$ cat config.mk
export PLATFORM = sky130hd
export DESIGN_NAME = vwi_match
export DESIGN_NICKNAME = d
export VERILOG_FILES = /design/src/rtl/vwi_pkg.sv /design/src/rtl/vwi_match.sv
export SDC_FILE = /design/constraint.sdc
export NUM_CORES = 2
export LEC_CHECK = 0
export BUFFER_PORTS_ARGS = -buffer_cell sky130_fd_sc_hd__buf_4
export CORE_MARGIN = 1
export CORE_UTILIZATION = 40
export CTS_CLUSTER_DIAMETER = 30
export CTS_CLUSTER_SIZE = 12
export DETAILED_ROUTE_END_ITERATION = 16
export GPL_TIMING_DRIVEN = 1
export PLACE_DENSITY = 0.65
export SETUP_SLACK_MARGIN = 0.3
export SLEW_MARGIN = 20
export SYNTH_ARGS = -nofsm -noshare
export SYNTH_HDL_FRONTEND = slang
export SYNTH_SLANG_ARGS = --single-unit
$ cat constraint.sdc
create_clock -name clk -period 6.91 [get_ports clk]
set_input_delay 0 -clock clk [delete_from_list [all_inputs] [get_ports clk]]
set_output_delay 0 -clock clk [all_outputs]
set_load 0.05 [all_outputs]
$ cat src/rtl/vwi_pkg.sv
`default_nettype none

package vwi_pkg;

  // Table depth default and fixed field widths
  localparam int MAX_VERTICES_DEF = 1024;
  localparam int COORD_W          = 32;
  localparam int IDX_OUT_W        = 10;
  localparam int TOL_W            = 40;

  // Distance arithmetic: a component difference of 2^21 or more never matches
  localparam int MAG_W = 21;
  localparam int SQ_W  = 2 * MAG_W;
  localparam int SUM_W = SQ_W + 2;

  // Packed coordinate word in the vertex table: {x, y, z}
  localparam int VTX_W = 3 * COORD_W;

  // Configuration port
  localparam int APB_DATA_W = 64;
  localparam int APB_ADDR_W = 4;
  localparam int REG_SEL_BIT = 3;

  localparam logic REG_STRIP_MODE   = 1'b0;
  localparam logic REG_TOLERANCE_SQ = 1'b1;

  localparam logic [TOL_W-1:0] TOL_RESET = 40'd43;

  typedef struct packed {
    logic             strip_mode;
    logic [TOL_W-1:0] tolerance_sq;
  } cfg_t;

  typedef struct packed {
    logic busy;
    logic hit;
  } match_stat_t;

endpackage

`default_nettype wire

$ cat src/rtl/vwi_match.sv
`default_nettype none

// Three-stage distance pipeline: magnitude, square, sum and compare.
module vwi_match import vwi_pkg::*; #(
  parameter int MAX_VERTICES = MAX_VERTICES_DEF
) (
  input  wire logic                            clk,
  input  wire logic                            rst_n,
  input  wire logic                            flush,
  input  wire logic                            in_vld,
  input  wire logic [$clog2(MAX_VERTICES)-1:0] in_idx,
  input  wire logic [VTX_W-1:0]                entry,
  input  wire logic [COORD_W-1:0]              item_x,
  input  wire logic [COORD_W-1:0]              item_y,
  input  wire logic [COORD_W-1:0]              item_z,
  input  wire logic [TOL_W-1:0]                tolerance_sq,
  output match_stat_t                          stat,
  output logic      [$clog2(MAX_VERTICES)-1:0] hit_idx
);

  localparam int IW = $clog2(MAX_VERTICES);

  logic [COORD_W-1:0] ent_c  [3];
  logic [COORD_W-1:0] item_c [3];
  logic [MAG_W-1:0]   mag    [3];
  logic [2:0]         near;

  logic [MAG_W-1:0] mag1_r [3];
  logic             ok1_r, vld1_r, vld1_nxt;
  logic [IW-1:0]    idx1_r;
  logic [SQ_W-1:0]  sq2_r  [3];
  logic             ok2_r, vld2_r, vld2_nxt;
  logic [IW-1:0]    idx2_r;
  logic [SUM_W-1:0] sum;
  logic             hit3_r, vld3_r, vld3_nxt;
  logic [IW-1:0]    idx3_r;

  assign ent_c[0]  = entry[VTX_W-1 -: COORD_W];
  assign ent_c[1]  = entry[VTX_W-COORD_W-1 -: COORD_W];
  assign ent_c[2]  = entry[COORD_W-1:0];
  assign item_c[0] = item_x;
  assign item_c[1] = item_y;
  assign item_c[2] = item_z;

  // Exact signed difference per axis, magnitude and range check
  always_comb begin
    logic [COORD_W:0] d;
    logic [COORD_W:0] m;
    for (int i = 0; i < 3; i++) begin
      d       = {ent_c[i][COORD_W-1], ent_c[i]} - {item_c[i][COORD_W-1], item_c[i]};
      m       = d[COORD_W] ? (~d + 1'b1) : d;
      mag[i]  = m[MAG_W-1:0];
      near[i] = (m[COORD_W:MAG_W] == '0);
    end
  end

  // Drop in-flight comparisons on flush
  assign vld1_nxt = in_vld & ~flush;
  assign vld2_nxt = vld1_r & ~flush;
  assign vld3_nxt = vld2_r & ~flush;

  always_ff @(posedge clk) begin
    if (!rst_n) begin
      vld1_r <= 1'b0;
      vld2_r <= 1'b0;
      vld3_r <= 1'b0;
    end else begin
      vld1_r <= vld1_nxt;
      vld2_r <= vld2_nxt;
      vld3_r <= vld3_nxt;
    end
  end

  // Stage payloads
  always_ff @(posedge clk) begin
    for (int i = 0; i < 3; i++) begin
      mag1_r[i] <= mag[i];
      sq2_r[i]  <= mag1_r[i] * mag1_r[i];
    end
    ok1_r  <= &near;
    idx1_r <= in_idx;
    ok2_r  <= ok1_r;
    idx2_r <= idx1_r;
    hit3_r <= ok2_r & (sum < {{(SUM_W-TOL_W){1'b0}}, tolerance_sq});
    idx3_r <= idx2_r;
  end

  assign sum = {2'b00, sq2_r[0]} + {2'b00, sq2_r[1]} + {2'b00, sq2_r[2]};

  assign stat.busy = vld1_r | vld2_r | vld3_r;
  assign stat.hit  = vld3_r & hit3_r;
  assign hit_idx   = idx3_r;

endmodule

`default_nettype wire

==> flow_metrics.tcl <==
set metrics [dict create \
    die_w_um 369 \
    rsz0062_at_grt "yes" \
    dpl_worst_slack_ns -0.304 \
    detailroute.via_count 43065 \
    reg2reg_depth 25 \
    r2r_setup_slack_ns -0.02 \
    clk_latency_ns 0.63 \
    setup_slack_ns -0.0153 \
    io_pins 258 \
    cts_tree "yes" \
    grt_pass1_wl_um 225000 \
    outcome "complete, but fails checks" \
    cts_htree_levels 2 \
    cts.sinks 222 \
    drive_gt1_share_pct 17.4 \
    finalClockSkew_ns 0.0261 \
    grt_max_degree 22 \
    fp.coreArea_mm2 0.134 \
    placed_area_mm2 0.0609 \
    multiInputGateArea_mm2 0.0447 \
    violations "design-rule violations, negative setup slack" \
    synth_top_area_cell "fa_1" \
    hold_class "in2reg" \
    fp-row-count 134 \
    antenna_found_initial 3 \
    drtPass1Iterations 14 \
    cts_root_buffer "clkbuf_16" \
    finalNonFillerCells 8642 \
    setup_viol 1 \
    cp_data_arrival_time_ns 7.47 \
    fin_area_mm2 0.0650 \
    max-cap-violations 0 \
    drc_errors 82 \
    hold_viol_final 0 \
    start_util_pct 40.4 \
    vias_per_cell 4.98 \
    clk_pin_slew_ns 0.04 \
    portBuffers 257 \
    place_congestion 0.897 \
    areaGrowthSynthToFinish_pct 20.4 \
    grt.overflow.total 0 \
    yosys_warnings 0 \
    wl_per_cell_um 15.9 \
    worstMarginPinSlew_ns 0.987 \
    synthArstFlopShare_pct 0 \
    cp_max_fo 7 \
    cts_made_buffers 55 \
    drt-initial-drc-count 2087 \
    grt_pass1_vias 45436 \
    synth_edf_count 0 \
    postSynthAreaPerCell_um2 8.75 \
    max-slew-margin-rel_pct 34.0 \
    synthTopCellsByArea "fa_1, ha_1, inv_1" \
    post-route-period-util_pct 100 \
    n_fill_cell 12598 \
    wl_um 137000 \
    worstPathRequired_ns 7.45 \
    nets 8692 \
    min_period_ns 6.93 \
    synthFlopType "dfxtp_1" \
    placed_cells 8418 \
    ys_ff_latch 222 \
    die_area_mm2 0.137 \
    track_usage_pct 20.4 \
    setup-tns-final_ns -0.0153 \
    dp_hpwl_um 118000 \
    ff_latch_area_mm2 0.00458 \
    drtAntennaViolNets 0 \
    crit_type "reg2reg" \
    syn_nets 8037 \
    worst_setup_path_start_kind "flop" \
    ys_types 92 \
    worstHoldPathCells 5 \
    die_h_um 369 \
    postSynthCellCount 6172 \
    fmax_mhz 144 \
    end_kind "flop" \
    netlist_area_mm2 0.0540 \
    netlist.area_leader.share_pct 34.6 \
    yosysSeqAreaShare_pct 8.23 \
    clock_path_buffers 3 \
    drv_slew 0 \
]
==> cells in the final DEF, fill, tap and decap left out, types with 64 or more instances in the layout <==
master	instances
inv_1	1410
fa_1	900
ha_1	659
buf_4	653
nand2_1	457
and2_1	250
nor2_1	241
a21oi_1	231
xnor2_1	226
dfxtp_1	175
o21ai_0	130
a21o_1	117
xor2_1	99
nand3_1	68
nor3_1	65
o21a_1	64
==> critical path, cell delays in order (launching register included) <==
cell,delay (ns)
dfxtp_4,0.39
and2_4,0.19
fa_2,0.55
inv_1,0.05
fa_2,0.53
inv_2,0.04
fa_2,0.53
fa_1,0.44
fa_1,0.50
fa_1,0.52
inv_2,0.04
fa_1,0.50
inv_1,0.05
ha_2,0.17
a21o_1,0.16
a21o_1,0.15
a21o_1,0.19
or3_4,0.34
o211a_4,0.28
o2111ai_4,0.21
nand3_2,0.14
a311oi_2,0.36
buf_4,0.18
o21bai_1,0.07
a21oi_2,0.15
xnor2_1,0.12
==> sequential cells by signal, indices dropped and copies added, names as in the netlist <==
| signal | cells |
|---|---|
| vld2_r | 1 |
| vld3_r | 1 |
| idx2_r | 10 |
| hit_idx | 10 |
| hit3_r | 1 |
| ok2_r | 1 |
| vld1_r | 1 |
| mag1_r | 63 |
| sq2_r | 123 |
| ok1_r | 1 |
| idx1_r | 10 |
==> repair_timing <==
item / in CTS / in global routing
endpoints found under the setup margin: 35 / 42
setup buffers: 42 / 31
gates resized for setup: 178 / 177
cloned: 0 / 0
pin swaps: 115 / 163
hold buffers: 47 / 0
endpoints found under the hold margin: 29 / 0
==> cells by family (layout without fill, tap and decap cells) <==
kind of cell	Yosys count	count (layout)	share of synthesized area, %
other	0	3	0
XOR/XNOR	339	339	5.50
AND/OR/NAND/NOR	1463	1463	13.4
multiplexers	13	13	0.255
buffers and inverters	1616	2315	11.2
adder cells (fa/ha/maj)	1619	1619	50.5
flip-flops	222	222	8.23
AO/OA/AOI/OAI	900	900	10.9
==> metrics by stage <==
step / utilization, % / hold WS (ns)
after floorplan: - / 0.0277
after detailed placement: 45.5 / 0.107
after CTS: 48.0 / 0.00306
after global placement: 45.5 / 0.105
after global routing: 48.6 / 0.0532
final: 48.6 / 0.0412
==> metal layers <==
metal  wire (um)  track usage, %  vias up
met2       68700            36.5      916
met3        6730            2.92      215
met5          13               0        -
met1       58300            25.5    21206
met4        3470            5.15        2
li1            -               -    20726
==> worst paths after layout <==
| path | start | end |
|---|---|---|
| setup / recovery | mag1_r[0][5] | sq2_r[0][39] |
| hold / removal | item_y[16] | mag1_r[0][37] |
| setup reg to reg | mag1_r[0][5] | sq2_r[0][39] |
| hold reg to reg | ok1_r | ok2_r |
==> area by class of cell <==
type	count	area share, %
Multi-Input combinational cell	4334	68.8
Timing Repair Buffer	758	9.37
Inverter	1456	8.43
Sequential cell	222	7.04
Tap cell	1768	3.40
Clock buffer	64	2.23
Clock inverter	37	0.722
Antenna cell	3	0.0115
==> cell usage after synthesis, drive strengths merged (12+ instances only) <==
| cell | count |
|---|---|
| a21oi | 264 |
| a31oi | 40 |
| a211o | 16 |
| inv | 1455 |
| nor2b | 57 |
| clkbuf | 154 |
| nor3 | 65 |
| nand2b | 47 |
| and2 | 280 |
| a21o | 118 |
| and3 | 37 |
| xnor2 | 237 |
| nand3 | 72 |
| o211ai | 31 |
| nor3b | 14 |
| nor2 | 260 |
| nand2 | 491 |
| o21ai | 156 |
| nor4 | 17 |
| xor2 | 102 |
| o21a | 65 |
| o21bai | 38 |
| o2111ai | 12 |
| dfxtp | 222 |
| or2 | 28 |
| fa | 934 |
| nand4 | 37 |
| a211oi | 30 |
| ha | 685 |
| or3 | 17 |
| o31ai | 19 |
Power is left out: the tool's default activity adds up to more than one toggle a clock period on the data nets, which glitch-free logic cannot reach.
