File: config.mk
export PLATFORM = sky130hd
export DESIGN_NAME = vwi_cfg
export DESIGN_NICKNAME = d
export VERILOG_FILES = /design/src/rtl/vwi_pkg.sv /design/src/rtl/vwi_cfg.sv
export SDC_FILE = /design/constraint.sdc
export NUM_CORES = 1
export LEC_CHECK = 0
export BUFFER_PORTS_ARGS = -buffer_cell sky130_fd_sc_hd__buf_2
export CAP_MARGIN = 20
export CORE_MARGIN = 2
export CORE_UTILIZATION = 39
export DETAILED_ROUTE_END_ITERATION = 16
export HOLD_SLACK_MARGIN = 0.15
export PLACE_DENSITY = 0.83
export SETUP_SLACK_MARGIN = 0.02
export SYNTH_ARGS = -nofsm -noshare
export SYNTH_HDL_FRONTEND = slang
export SYNTH_SLANG_ARGS = --single-unit
File: constraint.sdc
create_clock -name clk -period 0.9 [get_ports clk]
set_clock_uncertainty 0.1 [all_clocks]
set_input_delay 0 -clock clk [delete_from_list [all_inputs] [get_ports clk]]
set_output_delay 0 -clock clk [all_outputs]
set_load 0.1 [all_outputs]
File: src/rtl/vwi_pkg.sv
`default_nettype none

package vwi_pkg;

  // Table depth default and fixed field widths
  localparam int MAX_VERTICES_DEF = 1024;
  localparam int COORD_W          = 32;
  localparam int IDX_OUT_W        = 10;
  localparam int TOL_W            = 40;

  // Distance arithmetic: a component difference of 2^21 or more never matches
  localparam int MAG_W = 21;
  localparam int SQ_W  = 2 * MAG_W;
  localparam int SUM_W = SQ_W + 2;

  // Packed coordinate word in the vertex table: {x, y, z}
  localparam int VTX_W = 3 * COORD_W;

  // Configuration port
  localparam int APB_DATA_W = 64;
  localparam int APB_ADDR_W = 4;
  localparam int REG_SEL_BIT = 3;

  localparam logic REG_STRIP_MODE   = 1'b0;
  localparam logic REG_TOLERANCE_SQ = 1'b1;

  localparam logic [TOL_W-1:0] TOL_RESET = 40'd43;

  typedef struct packed {
    logic             strip_mode;
    logic [TOL_W-1:0] tolerance_sq;
  } cfg_t;

  typedef struct packed {
    logic busy;
    logic hit;
  } match_stat_t;

endpackage

`default_nettype wire

File: src/rtl/vwi_cfg.sv
`default_nettype none

module vwi_cfg import vwi_pkg::*; (
  input  wire logic                  clk,
  input  wire logic                  rst_n,
  input  wire logic                  psel,
  input  wire logic                  penable,
  input  wire logic                  pwrite,
  input  wire logic [APB_ADDR_W-1:0] paddr,
  input  wire logic [APB_DATA_W-1:0] pwdata,
  output logic      [APB_DATA_W-1:0] prdata,
  output logic                       pready,
  output cfg_t                       cfg
);

  logic             strip_mode_r, strip_mode_nxt;
  logic [TOL_W-1:0] tol_r, tol_nxt;
  logic             wr_en;
  logic             reg_sel;

  assign pready  = 1'b1;
  assign wr_en   = psel & penable & pwrite;
  assign reg_sel = paddr[REG_SEL_BIT];

  // Register write decode
  always_comb begin
    strip_mode_nxt = strip_mode_r;
    tol_nxt        = tol_r;
    if (wr_en) begin
      case (reg_sel)
        REG_STRIP_MODE:   strip_mode_nxt = pwdata[0];
        REG_TOLERANCE_SQ: tol_nxt        = pwdata[TOL_W-1:0];
        default:          ;
      endcase
    end
  end

  always_ff @(posedge clk) begin
    if (!rst_n) begin
      strip_mode_r <= 1'b0;
      tol_r        <= TOL_RESET;
    end else begin
      strip_mode_r <= strip_mode_nxt;
      tol_r        <= tol_nxt;
    end
  end

  // Read back
  always_comb begin
    case (reg_sel)
      REG_STRIP_MODE:   prdata = {{(APB_DATA_W-1){1'b0}}, strip_mode_r};
      REG_TOLERANCE_SQ: prdata = {{(APB_DATA_W-TOL_W){1'b0}}, tol_r};
      default:          prdata = '0;
    endcase
  end

  assign cfg.strip_mode   = strip_mode_r;
  assign cfg.tolerance_sq = tol_r;

endmodule

`default_nettype wire

==> results of run 1 <==
-- kinds of logic after synthesis --
| logic type | Yosys count | synth area share (%) |
|---|---|---|
| other | 2 | 0.345 |
| DFF | 41 | 37.7 |
| and+or+nand+nor | 123 | 27.1 |
| buffers and inverters | 44 | 15.6 |
| muxes | 42 | 19.4 |
-- through the flow --
step / utilization (%) / instance area, um^2 / setup slack, ns
2_1_floorplan: - / 2520 / -0.126
3_3_place_gp: 77.8 / 4230 / -0.0789
3_5_place_dp: 77.8 / 4230 / -0.191
4_1_cts: 96.4 / 5250 / -0.275
-- timing repair --
item / in CTS
setup buffers: 45
hold buffers: 43
setup endpoints to repair: 81
gates resized for setup: 46
hold endpoints to repair: 41
==> results.toml, run 1 <==
[cts]
clock_path_buffers = 2
clock_sinks = 41
cts-root-buf = "clkbuf_8"
htreeDepth = 2
cts-buffers-inserted = 5

[placed_design]
place.gp.congestion = 0.704
port_buffers = 126
dp.cells = 438
dp_hpwl_um = 5390

[timing]
grt_worst_setup_endpoint = "prdata[0]"
worst_endpoint_kind = "primary output"

[logic_synthesis]
synthesis.area_um2 = 2180
synthTopCellsByCount = "74 x nand2_1, 41 x dfxtp_1, 41 x mux2i_1, 39 x and2_1, 26 x buf_4"
syn_avg_cell_area_um2 = 8.64
ys_types = 14
synth_area_leaders = "dfxtp_1 38%, mux2i_1 19%, nand2_1 13%"
synth.most_common_cell = "nand2_1"
ys.flop_type = "dfxtp_1"
synth_edf_count = 0
ys_seq_area_share_pct = 37.7
netlist.area_leader.share_pct = 37.7
yosysWarningCount = 0
syn_inst = 252
yosysTopAreaCell = "dfxtp_1"
synth_seq_cells = 41
synthArstFlopShare_pct = 0

[floorplan]
io_pins = 179
fp.dieW_um = 78.7
num_rows = 27
start_util_pct = 40.1
dieHeight_um = 78.7

[status]
status = "aborted with a tool error"
flow.stopped_at = "global routing"
firstError = "[ERROR DPL-0038] Utilization greater than 100%, impossible to legalize"

[global_routing]
grt_max_degree = 43
==> inputs of run 2 (changes only) <==
--- a/config.mk
+++ b/config.mk
@@ -8,11 +8,9 @@
 export BUFFER_PORTS_ARGS = -buffer_cell sky130_fd_sc_hd__buf_2
 export CAP_MARGIN = 20
 export CORE_MARGIN = 2
-export CORE_UTILIZATION = 39
+export CORE_UTILIZATION = 31
 export DETAILED_ROUTE_END_ITERATION = 16
-export HOLD_SLACK_MARGIN = 0.15
-export PLACE_DENSITY = 0.83
-export SETUP_SLACK_MARGIN = 0.02
+export PLACE_DENSITY_LB_ADDON = 0.15
 export SYNTH_ARGS = -nofsm -noshare
 export SYNTH_HDL_FRONTEND = slang
 export SYNTH_SLANG_ARGS = --single-unit
==> run 2 against run 1 <==
  * Synthesized area did not move
  * Synthesized cell count did not move
  * The flow now finishes, with violations (negative setup slack)
==> results.toml, run 2 <==
[global_routing]
grt_usage_pct = 18.9
grt_use_met2_pct = 35.8
grt_pass1_vias = 2388
top_usage_layer = "met2"
grt_first_pass_wirelength_um = 11400
overflow = 0
grt_max_degree = 31
antenna_found_initial = 0
met1_usage_pct = 20.7
grt_use_met3_pct = 5.37

[timing]
finalHoldViolations = 0
finalSetupViolations = 81
period_share_pct = 131
layout_setup_ws_ns = -0.275
period_minus_slack_ns = 1.18
rsz0062_at_grt = "yes"
drv_slew = 0
max_freq_mhz = 851

[cts]
htreeDepth = 2
clock_latency_ns = 0.29
cts-root-buf = "clkbuf_8"
clock_sinks = 41
cts_tree = "built"
clock_path_buffers = 2
path_clk_slew_ns = 0.07
cts-buffers-inserted = 5

[worst_setup_path]
path_depth = 2
critical_path_buf_inv_count = 1
slowest_delay_ns = 0.35
cp-end-kind = "output pin"
r2r-start = "tol_r[30]"
start_kind = "flip-flop"
crit_path_start = "tol_r[0]"
crit_fanout = 2
crit_arrival_ns = 1.08
path_class = "flip-flop to output pin"
cp_top_family = "flip-flops"
cp_slowest_cell = "dfxtp_4"
reg2regPathDepth = 4
crit_required_ns = 0.80
crit_path_cell_trace = "mux2_4 -> buf_12"

[logic_synthesis]
synthesis.area_um2 = 2180
ys_types = 14
synth_edf_count = 0
synth_seq_cells = 41
synthArstFlopShare_pct = 0
synth_area_leaders = "dfxtp_1 38%, mux2i_1 19%, nand2_1 13%"
synthTopCellsByCount = "74 x nand2_1, 41 x dfxtp_1, 41 x mux2i_1, 39 x and2_1, 26 x buf_4"
netlist.area_leader.share_pct = 37.7
syn_avg_cell_area_um2 = 8.64
ys_seq_area_share_pct = 37.7
syn_inst = 252
yosysTopAreaCell = "dfxtp_1"
yosysWarningCount = 0
synth.most_common_cell = "nand2_1"
ys.flop_type = "dfxtp_1"

[detailed_routing]
first_pass_iters = 4
totalWireLength_um = 7160
viasPerCell = 4.13
drcViolationCount = 0
drt-initial-drc-count = 57
vias = 2321
wl_per_cell_um = 12.7
final_antenna_net_count = 0

[placed_design]
dp.cells = 468
port_buffers = 126
place.gp.congestion = 0.704
dp_hpwl_um = 4440

[floorplan]
dieHeight_um = 87.8
start_util_pct = 32.1
io_pins = 179
num_rows = 30
fp.coreArea_um2 = 6790
fp.dieW_um = 87.8
die-area_um2 = 7710

[status]
violations = "negative setup slack"
status = "finished, violations left"

[power]
seqPwrFrac_pct = 36.3
p_clk_share_pct = 23.7
intPower_w = 0.00301
p_leak_nw = 2.29
power.total_w = 0.00495
comb_power_share_pct = 40.0
switchingPower_w = 0.00194
power_density_nw_per_um2 = 927
ir_worst_vdd_uv = 672
swShare_pct = 39.2

[final_layout]
drive_gt1_share_pct = 59.4
final_common_cell = "buf_12"
largest-register = "tol_r"
final_cell_mix = "87 x buf_12, 71 x nand2_1, 46 x buf_6"
largest_reg_flops = 40
fin_nets = 538
antenna_cells = 0
syn2layout_area_growth_pct = 145
final_cells = 562
top_regs = "tol_r (40), strip_mode_r (1)"

[min_path]
hold_start = "penable"
min_path_cells = 4
hold_class = "input port to flip-flop"

[run]
drv_cap = 0
[run 2: worst paths after layout]
| kind | slack (ns) | endpoint |
|---|---|---|
| max | -0.28 | prdata[0] |
| min | 0.06 | strip_mode_r |
| min reg2reg | 0.39 | tol_r[24] |
| max reg2reg | 0.01 | tol_r[30] |
[run 2: cells by family (layout without fill, tap and decap cells)]
family	Yosys count	in the layout	share of synthesized area [%]
other	2	25	0.345
buffers and inverters	44	235	15.6
AND/OR/NAND/NOR	123	123	27.1
multiplexers	42	42	19.4
flip-flops	41	41	37.7
[run 2: metrics by stage]
stage          util, %  setup TNS, ns  area (um^2)  hold WS [ns]  setup WS [ns]
6_report          78.6         -11.20         5340        0.0641         -0.275
5_1_grt           78.6         -14.24         5340        0.0555         -0.310
4_1_cts           78.0         -11.85         5300        0.0486         -0.286
3_5_place_dp      63.8          -3.19         4330         0.145         -0.119
3_3_place_gp      63.8          -2.31         4330         0.136        -0.0689
2_1_floorplan        -          -4.23         2520        0.0316         -0.126
[run 2: per-layer routing]
metal | routed length, um | vias to the layer above | share of wire, %
li1 | - | 1164 | -
met1 | 2690 | 1055 | 38
met2 | 3910 | 94 | 55
met3 | 483 | 8 | 6.7
met4 | 75 | 0 | 1.0
met5 | 0 | - | 0
[run 2: layout make-up]
type	instances	area, um^2
tap	96	120
multi-input combinational	190	1210
sequential	41	972
timing repair buffer	227	2950
clock buffer	8	80.1
fill	448	1450
[run 2: what timing repair did]
| action | 4_1_cts | 5_1_grt |
|---|---|---|
| hold buffers | 40 | 0 |
| setup buffers | 43 | 4 |
| hold endpoints to repair | 41 | 0 |
| gates resized for setup | 44 | 7 |
| setup endpoints to repair | 81 | 84 |
| pin swaps | 16 | 0 |
[run 2: tightest hold or removal path, stage by stage]
cell,delay [ns]
buf_2,0.11
buf_4,0.12
nand4b_1,0.11
mux2i_1,0.08
[run 2: power groups by stage]
stage	Clock (W)	Combinational (W)	Sequential (W)
after floorplan	0	0.00103	0.00212
after global placement	0	0.00171	0.00186
after global routing	0.00132	0.00205	0.00180
final	0.00118	0.00198	0.00179
after CTS	0.00121	0.00197	0.00179
after detailed placement	0	0.00172	0.00186
Note: power is estimated with default switching activity, not from simulation.
==> inputs of run 3 (changes only) <==
--- a/config.mk
+++ b/config.mk
@@ -5,7 +5,7 @@
 export SDC_FILE = /design/constraint.sdc
 export NUM_CORES = 1
 export LEC_CHECK = 0
-export BUFFER_PORTS_ARGS = -buffer_cell sky130_fd_sc_hd__buf_2
+export BUFFER_PORTS_ARGS = -buffer_cell sky130_fd_sc_hd__buf_4
 export CAP_MARGIN = 20
 export CORE_MARGIN = 2
 export CORE_UTILIZATION = 31
==> run 3 against run 2 <==
  * The flow still finishes with violations (negative setup slack)
  * Via count grew 1.6%
  * Die area did not move
  * First-iteration DRC count did not move
  * Design area up 0.94%
  * Register-to-register slack worse by 0.06 ns
  * Critical path depth unchanged
  * Fmax shrank 0.46%
  * Global-route usage is 0.51 points lower
  * Combinational power is 2% higher
==> results.toml, run 3 (same netlist as run 2, synthesis figures left out) <==
[cts]
path_clk_slew_ns = 0.07
clock_sinks = 41
clock_latency_ns = 0.28
clock_path_buffers = 2
cts_tree = "built"
cts-buffers-inserted = 5
htreeDepth = 2
cts-root-buf = "clkbuf_8"

[floorplan]
start_util_pct = 32.1
io_pins = 179
die-area_um2 = 7710
num_rows = 30
dieHeight_um = 87.8
fp.dieW_um = 87.8
fp.coreArea_um2 = 6790

[placed_design]
place.gp.congestion = 0.700
port_buffers = 126
dp_hpwl_um = 4000
place_area_um2 = 3390

[power]
comb_power_share_pct = 37.8
ir_worst_vdd_uv = 709
switchingPower_w = 0.00195
intPower_w = 0.00339
swShare_pct = 36.5
seqPwrFrac_pct = 33.7
p_clk_share_pct = 28.4
power_density_nw_per_um2 = 991
p_leak_nw = 2.29

[run]
drv_cap = 0

[detailed_routing]
first_pass_iters = 4
totalWireLength_um = 7970
drt-initial-drc-count = 57
drcViolationCount = 0
wl_per_cell_um = 14.5
final_antenna_net_count = 0
vias = 2359
viasPerCell = 4.28

[final_layout]
post-route-util_pct = 79.3
largest_reg_flops = 40
top_regs = "tol_r (40), strip_mode_r (1)"
final_common_cell = "buf_12"
largest-register = "tol_r"
fin_area_um2 = 5390
syn2layout_area_growth_pct = 147
fin_nets = 527
drive_gt1_share_pct = 58.7
antenna_cells = 0
final_cell_mix = "87 x buf_12, 70 x nand2_1, 49 x buf_4"

[timing]
period_share_pct = 131
finalHoldViolations = 0
period_minus_slack_ns = 1.18
drv_slew = 0
rsz0062_at_grt = "yes"
layout_setup_ws_ns = -0.281
finalSetupViolations = 82
max_freq_mhz = 847
setup-tns-final_ns = -10.99
whs_ns = 0.0771

[worst_setup_path]
reg2reg_to = "tol_r[0]"
crit_path_start = "tol_r[0]"
crit_required_ns = 0.80
reg2reg_setup_slack_ns = -0.05
crit_fanout = 2
path_class = "flip-flop to output pin"
start_kind = "flip-flop"
crit_arrival_ns = 1.08
reg2regPathDepth = 4
r2r-start = "tol_r[0]"
cp-end-kind = "output pin"

[global_routing]
grt_pass1_vias = 2224
grt_max_degree = 45
antenna_found_initial = 0
overflow = 0
grt_first_pass_wirelength_um = 11000
grt_usage_pct = 18.4

[min_path]
hold_class = "input port to flip-flop"
hold_start = "rst_n"
worstHoldEndpoint = "tol_r[2]"
min_path_cells = 4

[status]
violations = "negative setup slack"
status = "finished, violations left"
## run 3: cell count changes in the layout (fill, tap and decap cells not counted), sizes merged
cell | before | now
buf | 187 | 173
bufinv | 0 | 1
clkbuf | 8 | 7
dlygate4sd3 | 40 | 43
## run 3: cell type report
type	instances	area (um^2)
clock buffers	7	86.3
clock inverters	1	30.0
fillers	401	1400
multi-input cells	190	1220
flip-flops and latches	41	972
well taps	96	120
repair buffers	216	2960
## run 3: worst max-delay path, cell delays in order, from the launching register on
cell and delay, ns:
dfxtp_4 0.34, mux2_4 0.28, buf_12 0.17
## run 3: worst max path at each step
stage	to	slack, ns	cells after the start
finish	prdata[0]	-0.28	2
global route	prdata[0]	-0.31	2
CTS	prdata[0]	-0.28	2
detailed placement	tol_r[13]	-0.12	4
global placement	tol_r[16]	-0.08	4
floorplan	prdata[0]	-0.13	1
## run 3: repair_timing
action | in CTS | in global routing
hold endpoints to repair | 41 | 0
hold buffers | 43 | 0
gates resized for setup | 246 | 42
endpoints found under the setup margin | 81 | 82
setup buffers | 1 | 38
## run 3: stage by stage
step	setup slack [ns]	total power, W	cells
2_1_floorplan	-0.126	0.00314	275
3_3_place_gp	-0.0770	0.00337	462
3_5_place_dp	-0.117	0.00338	462
4_1_cts	-0.281	0.00529	514
5_1_grt	-0.313	0.00557	551
6_report	-0.281	0.00534	551
## run 3: power groups by stage
stage / Combinational, W / Clock, W / Sequential (W)
floorplan: 0.00103 / 0 / 0.00212
global placement: 0.00153 / 0 / 0.00184
detailed placement: 0.00154 / 0 / 0.00184
CTS: 0.00190 / 0.00158 / 0.00182
global route: 0.00209 / 0.00167 / 0.00181
finish: 0.00202 / 0.00152 / 0.00180
## run 3: per-layer routing
metal  GRT usage (%)  vias up  wire length [um]
met5               0        -                 0
met4            3.36        0                71
met3            5.37        7               501
met2            34.7       90              4510
met1            20.5     1120              2880
li1                -     1142                 -
==> inputs of run 4 (changes only) <==
--- a/config.mk
+++ b/config.mk
@@ -7,10 +7,13 @@
 export LEC_CHECK = 0
 export BUFFER_PORTS_ARGS = -buffer_cell sky130_fd_sc_hd__buf_4
 export CAP_MARGIN = 20
+export CELL_PAD_IN_SITES_DETAIL_PLACEMENT = 1
+export CELL_PAD_IN_SITES_GLOBAL_PLACEMENT = 1
 export CORE_MARGIN = 2
-export CORE_UTILIZATION = 31
+export CORE_UTILIZATION = 26
 export DETAILED_ROUTE_END_ITERATION = 16
-export PLACE_DENSITY_LB_ADDON = 0.15
+export HOLD_SLACK_MARGIN = 0.03
+export PLACE_DENSITY_LB_ADDON = 0.1
 export SYNTH_ARGS = -nofsm -noshare
 export SYNTH_HDL_FRONTEND = slang
 export SYNTH_SLANG_ARGS = --single-unit
==> run 4 against run 3 <==
  * The run still ends with negative setup slack left
  * Die area rose by 18%
  * Hold slack improved by 0.0063 ns
  * Utilization fell by 14 points
  * Global-route usage fell by 0.092 points
  * Sequential power barely moved
  * Count of clock-buffer cells in the layout did not move
  * Clock power fell by 12%
  * Non-clock buffer count fell by 1
  * Design area fell by 0.70%
  * Sequential share of layout area rose by 0.13 points
  * Routed wire length rose by 16%
  * Combinational power barely moved
  * Critical path type unchanged
  * Largest cell class unchanged
==> results.toml, run 4 (same netlist as run 2, synthesis figures left out) <==
[final_layout]
final_common_cell = "buf_12"
fin_nets = 526
fillerInstances = 828
largest_reg_flops = 40
fin_area_um2 = 5350
final_cell_mix = "87 x buf_12, 73 x nand2_1, 51 x buf_4"
syn2layout_area_growth_pct = 146
largest-register = "tol_r"
drive_gt1_share_pct = 57.9
antenna_cells = 0
top_regs = "tol_r (40), strip_mode_r (1)"

[worst_setup_path]
slowest_delay_ns = 0.35
cp-end-kind = "output pin"
path_class = "flip-flop to output pin"
crit_fanout = 2
start_kind = "flip-flop"
cp_top_family = "flip-flops"
crit_arrival_ns = 1.07
crit_required_ns = 0.80
cp_slowest_cell = "dfxtp_4"
crit_path_cell_trace = "mux2_4 -> buf_12"
critical_path_buf_inv_count = 1

[detailed_routing]
totalWireLength_um = 9200
wl_per_cell_um = 16.5
final_antenna_net_count = 0
first_pass_iters = 2
vias = 2367
drt-initial-drc-count = 60
viasPerCell = 4.23
drcViolationCount = 0

[global_routing]
grt_usage_pct = 18.3
grt_first_pass_wirelength_um = 12700
grt_max_degree = 43
grt_pass1_vias = 2411
antenna_found_initial = 0
overflow = 0

[timing]
drv_slew = 0
period_share_pct = 130
rsz0062_at_grt = "yes"
layout_setup_ws_ns = -0.273
finalSetupViolations = 83
finalHoldViolations = 0
max_freq_mhz = 853
period_minus_slack_ns = 1.17

[status]
status = "finished, violations left"
violations = "negative setup slack"

[cts]
clock_latency_ns = 0.28
clock_path_buffers = 2
cts-root-buf = "clkbuf_8"
cts_tree = "built"
path_clk_slew_ns = 0.08
clock_sinks = 41
htreeDepth = 2
cts-buffers-inserted = 5

[placed_design]
place.gp.congestion = 0.676
dp_hpwl_um = 4610
place_area_um2 = 3410
port_buffers = 126

[min_path]
hold_class = "input port to flip-flop"

[power]
power_density_nw_per_um2 = 967
power.total_w = 0.00517
ir_worst_vdd_uv = 554
p_leak_nw = 2.27

[floorplan]
start_util_pct = 26.6
io_pins = 179
fp.coreArea_um2 = 8180
die-area_um2 = 9130
fp.dieW_um = 95.5
dieHeight_um = 95.5
num_rows = 33

[run]
drv_cap = 0
run 4: changes by cell type in the layout (fill, tap and decap cells not counted), sizes merged:
| cell | change |
|---|---|
| clkinv | +1 |
| buf | -1 |
| bufinv | -1 |
run 4: power by group:
part           internal, W  switching, W
sequential         0.00176     0.0000427
combinational     0.000729       0.00131
clock             0.000694      0.000642
total              0.00318       0.00199
run 4: metal layers:
metal | global-route usage [%] | up-vias | part of all wire (%)
li1 | - | 1138 | -
met1 | 17.9 | 1139 | 34
met2 | 37.8 | 82 | 59
met3 | 4.58 | 8 | 5.3
met4 | 3.57 | 0 | 1.2
met5 | 0 | - | 0
run 4: path summary, 6_finish.rpt:
check             slack [ns]         start      endpoint  cells past startpoint
setup / recovery       -0.27      tol_r[0]     prdata[0]                      2
hold / removal          0.08         rst_n     tol_r[23]                      4
setup reg to reg       -0.10  strip_mode_r  strip_mode_r                      5
hold reg to reg         0.39     tol_r[16]     tol_r[16]                      2
run 4: repair_timing:
| action | in CTS | in global routing |
|---|---|---|
| hold endpoints to repair | 41 | 0 |
| gates cloned | 0 | 0 |
| pin swaps | 37 | 0 |
| endpoints found under the setup margin | 81 | 82 |
| hold buffers | 43 | 0 |
| buffers inserted | 1 | 35 |
| gates resized for setup | 244 | 35 |
run 4: per-stage QoR:
step	instances	setup TNS [ns]	utilization [%]	worst slack, ns	hold slack, ns
after floorplan	275	-4.23	-	-0.126	0.0316
after global placement	472	-2.25	41.7	-0.0777	0.147
after detailed placement	472	-3.25	41.7	-0.137	0.156
after CTS	524	-9.72	60.7	-0.280	0.0704
after global routing	559	-13.78	65.5	-0.300	0.0865
final	559	-11.00	65.5	-0.273	0.0834
run 4: area by class of cell:
class | count | area, um^2 | area share, %
Multi-Input combinational cell | 190 | 1210 | 22.6
Sequential cell | 41 | 972 | 18.2
Clock inverter | 1 | 5.00 | 0.0935
Timing Repair Buffer | 215 | 2940 | 54.9
Tap cell | 105 | 131 | 2.45
Clock buffer | 7 | 96.3 | 1.80
run 4: tightest hold or removal path, stage by stage:
cell and delay [ns]:
buf_4 0.13, buf_12 0.17, nand2_1 0.08, mux2i_1 0.05
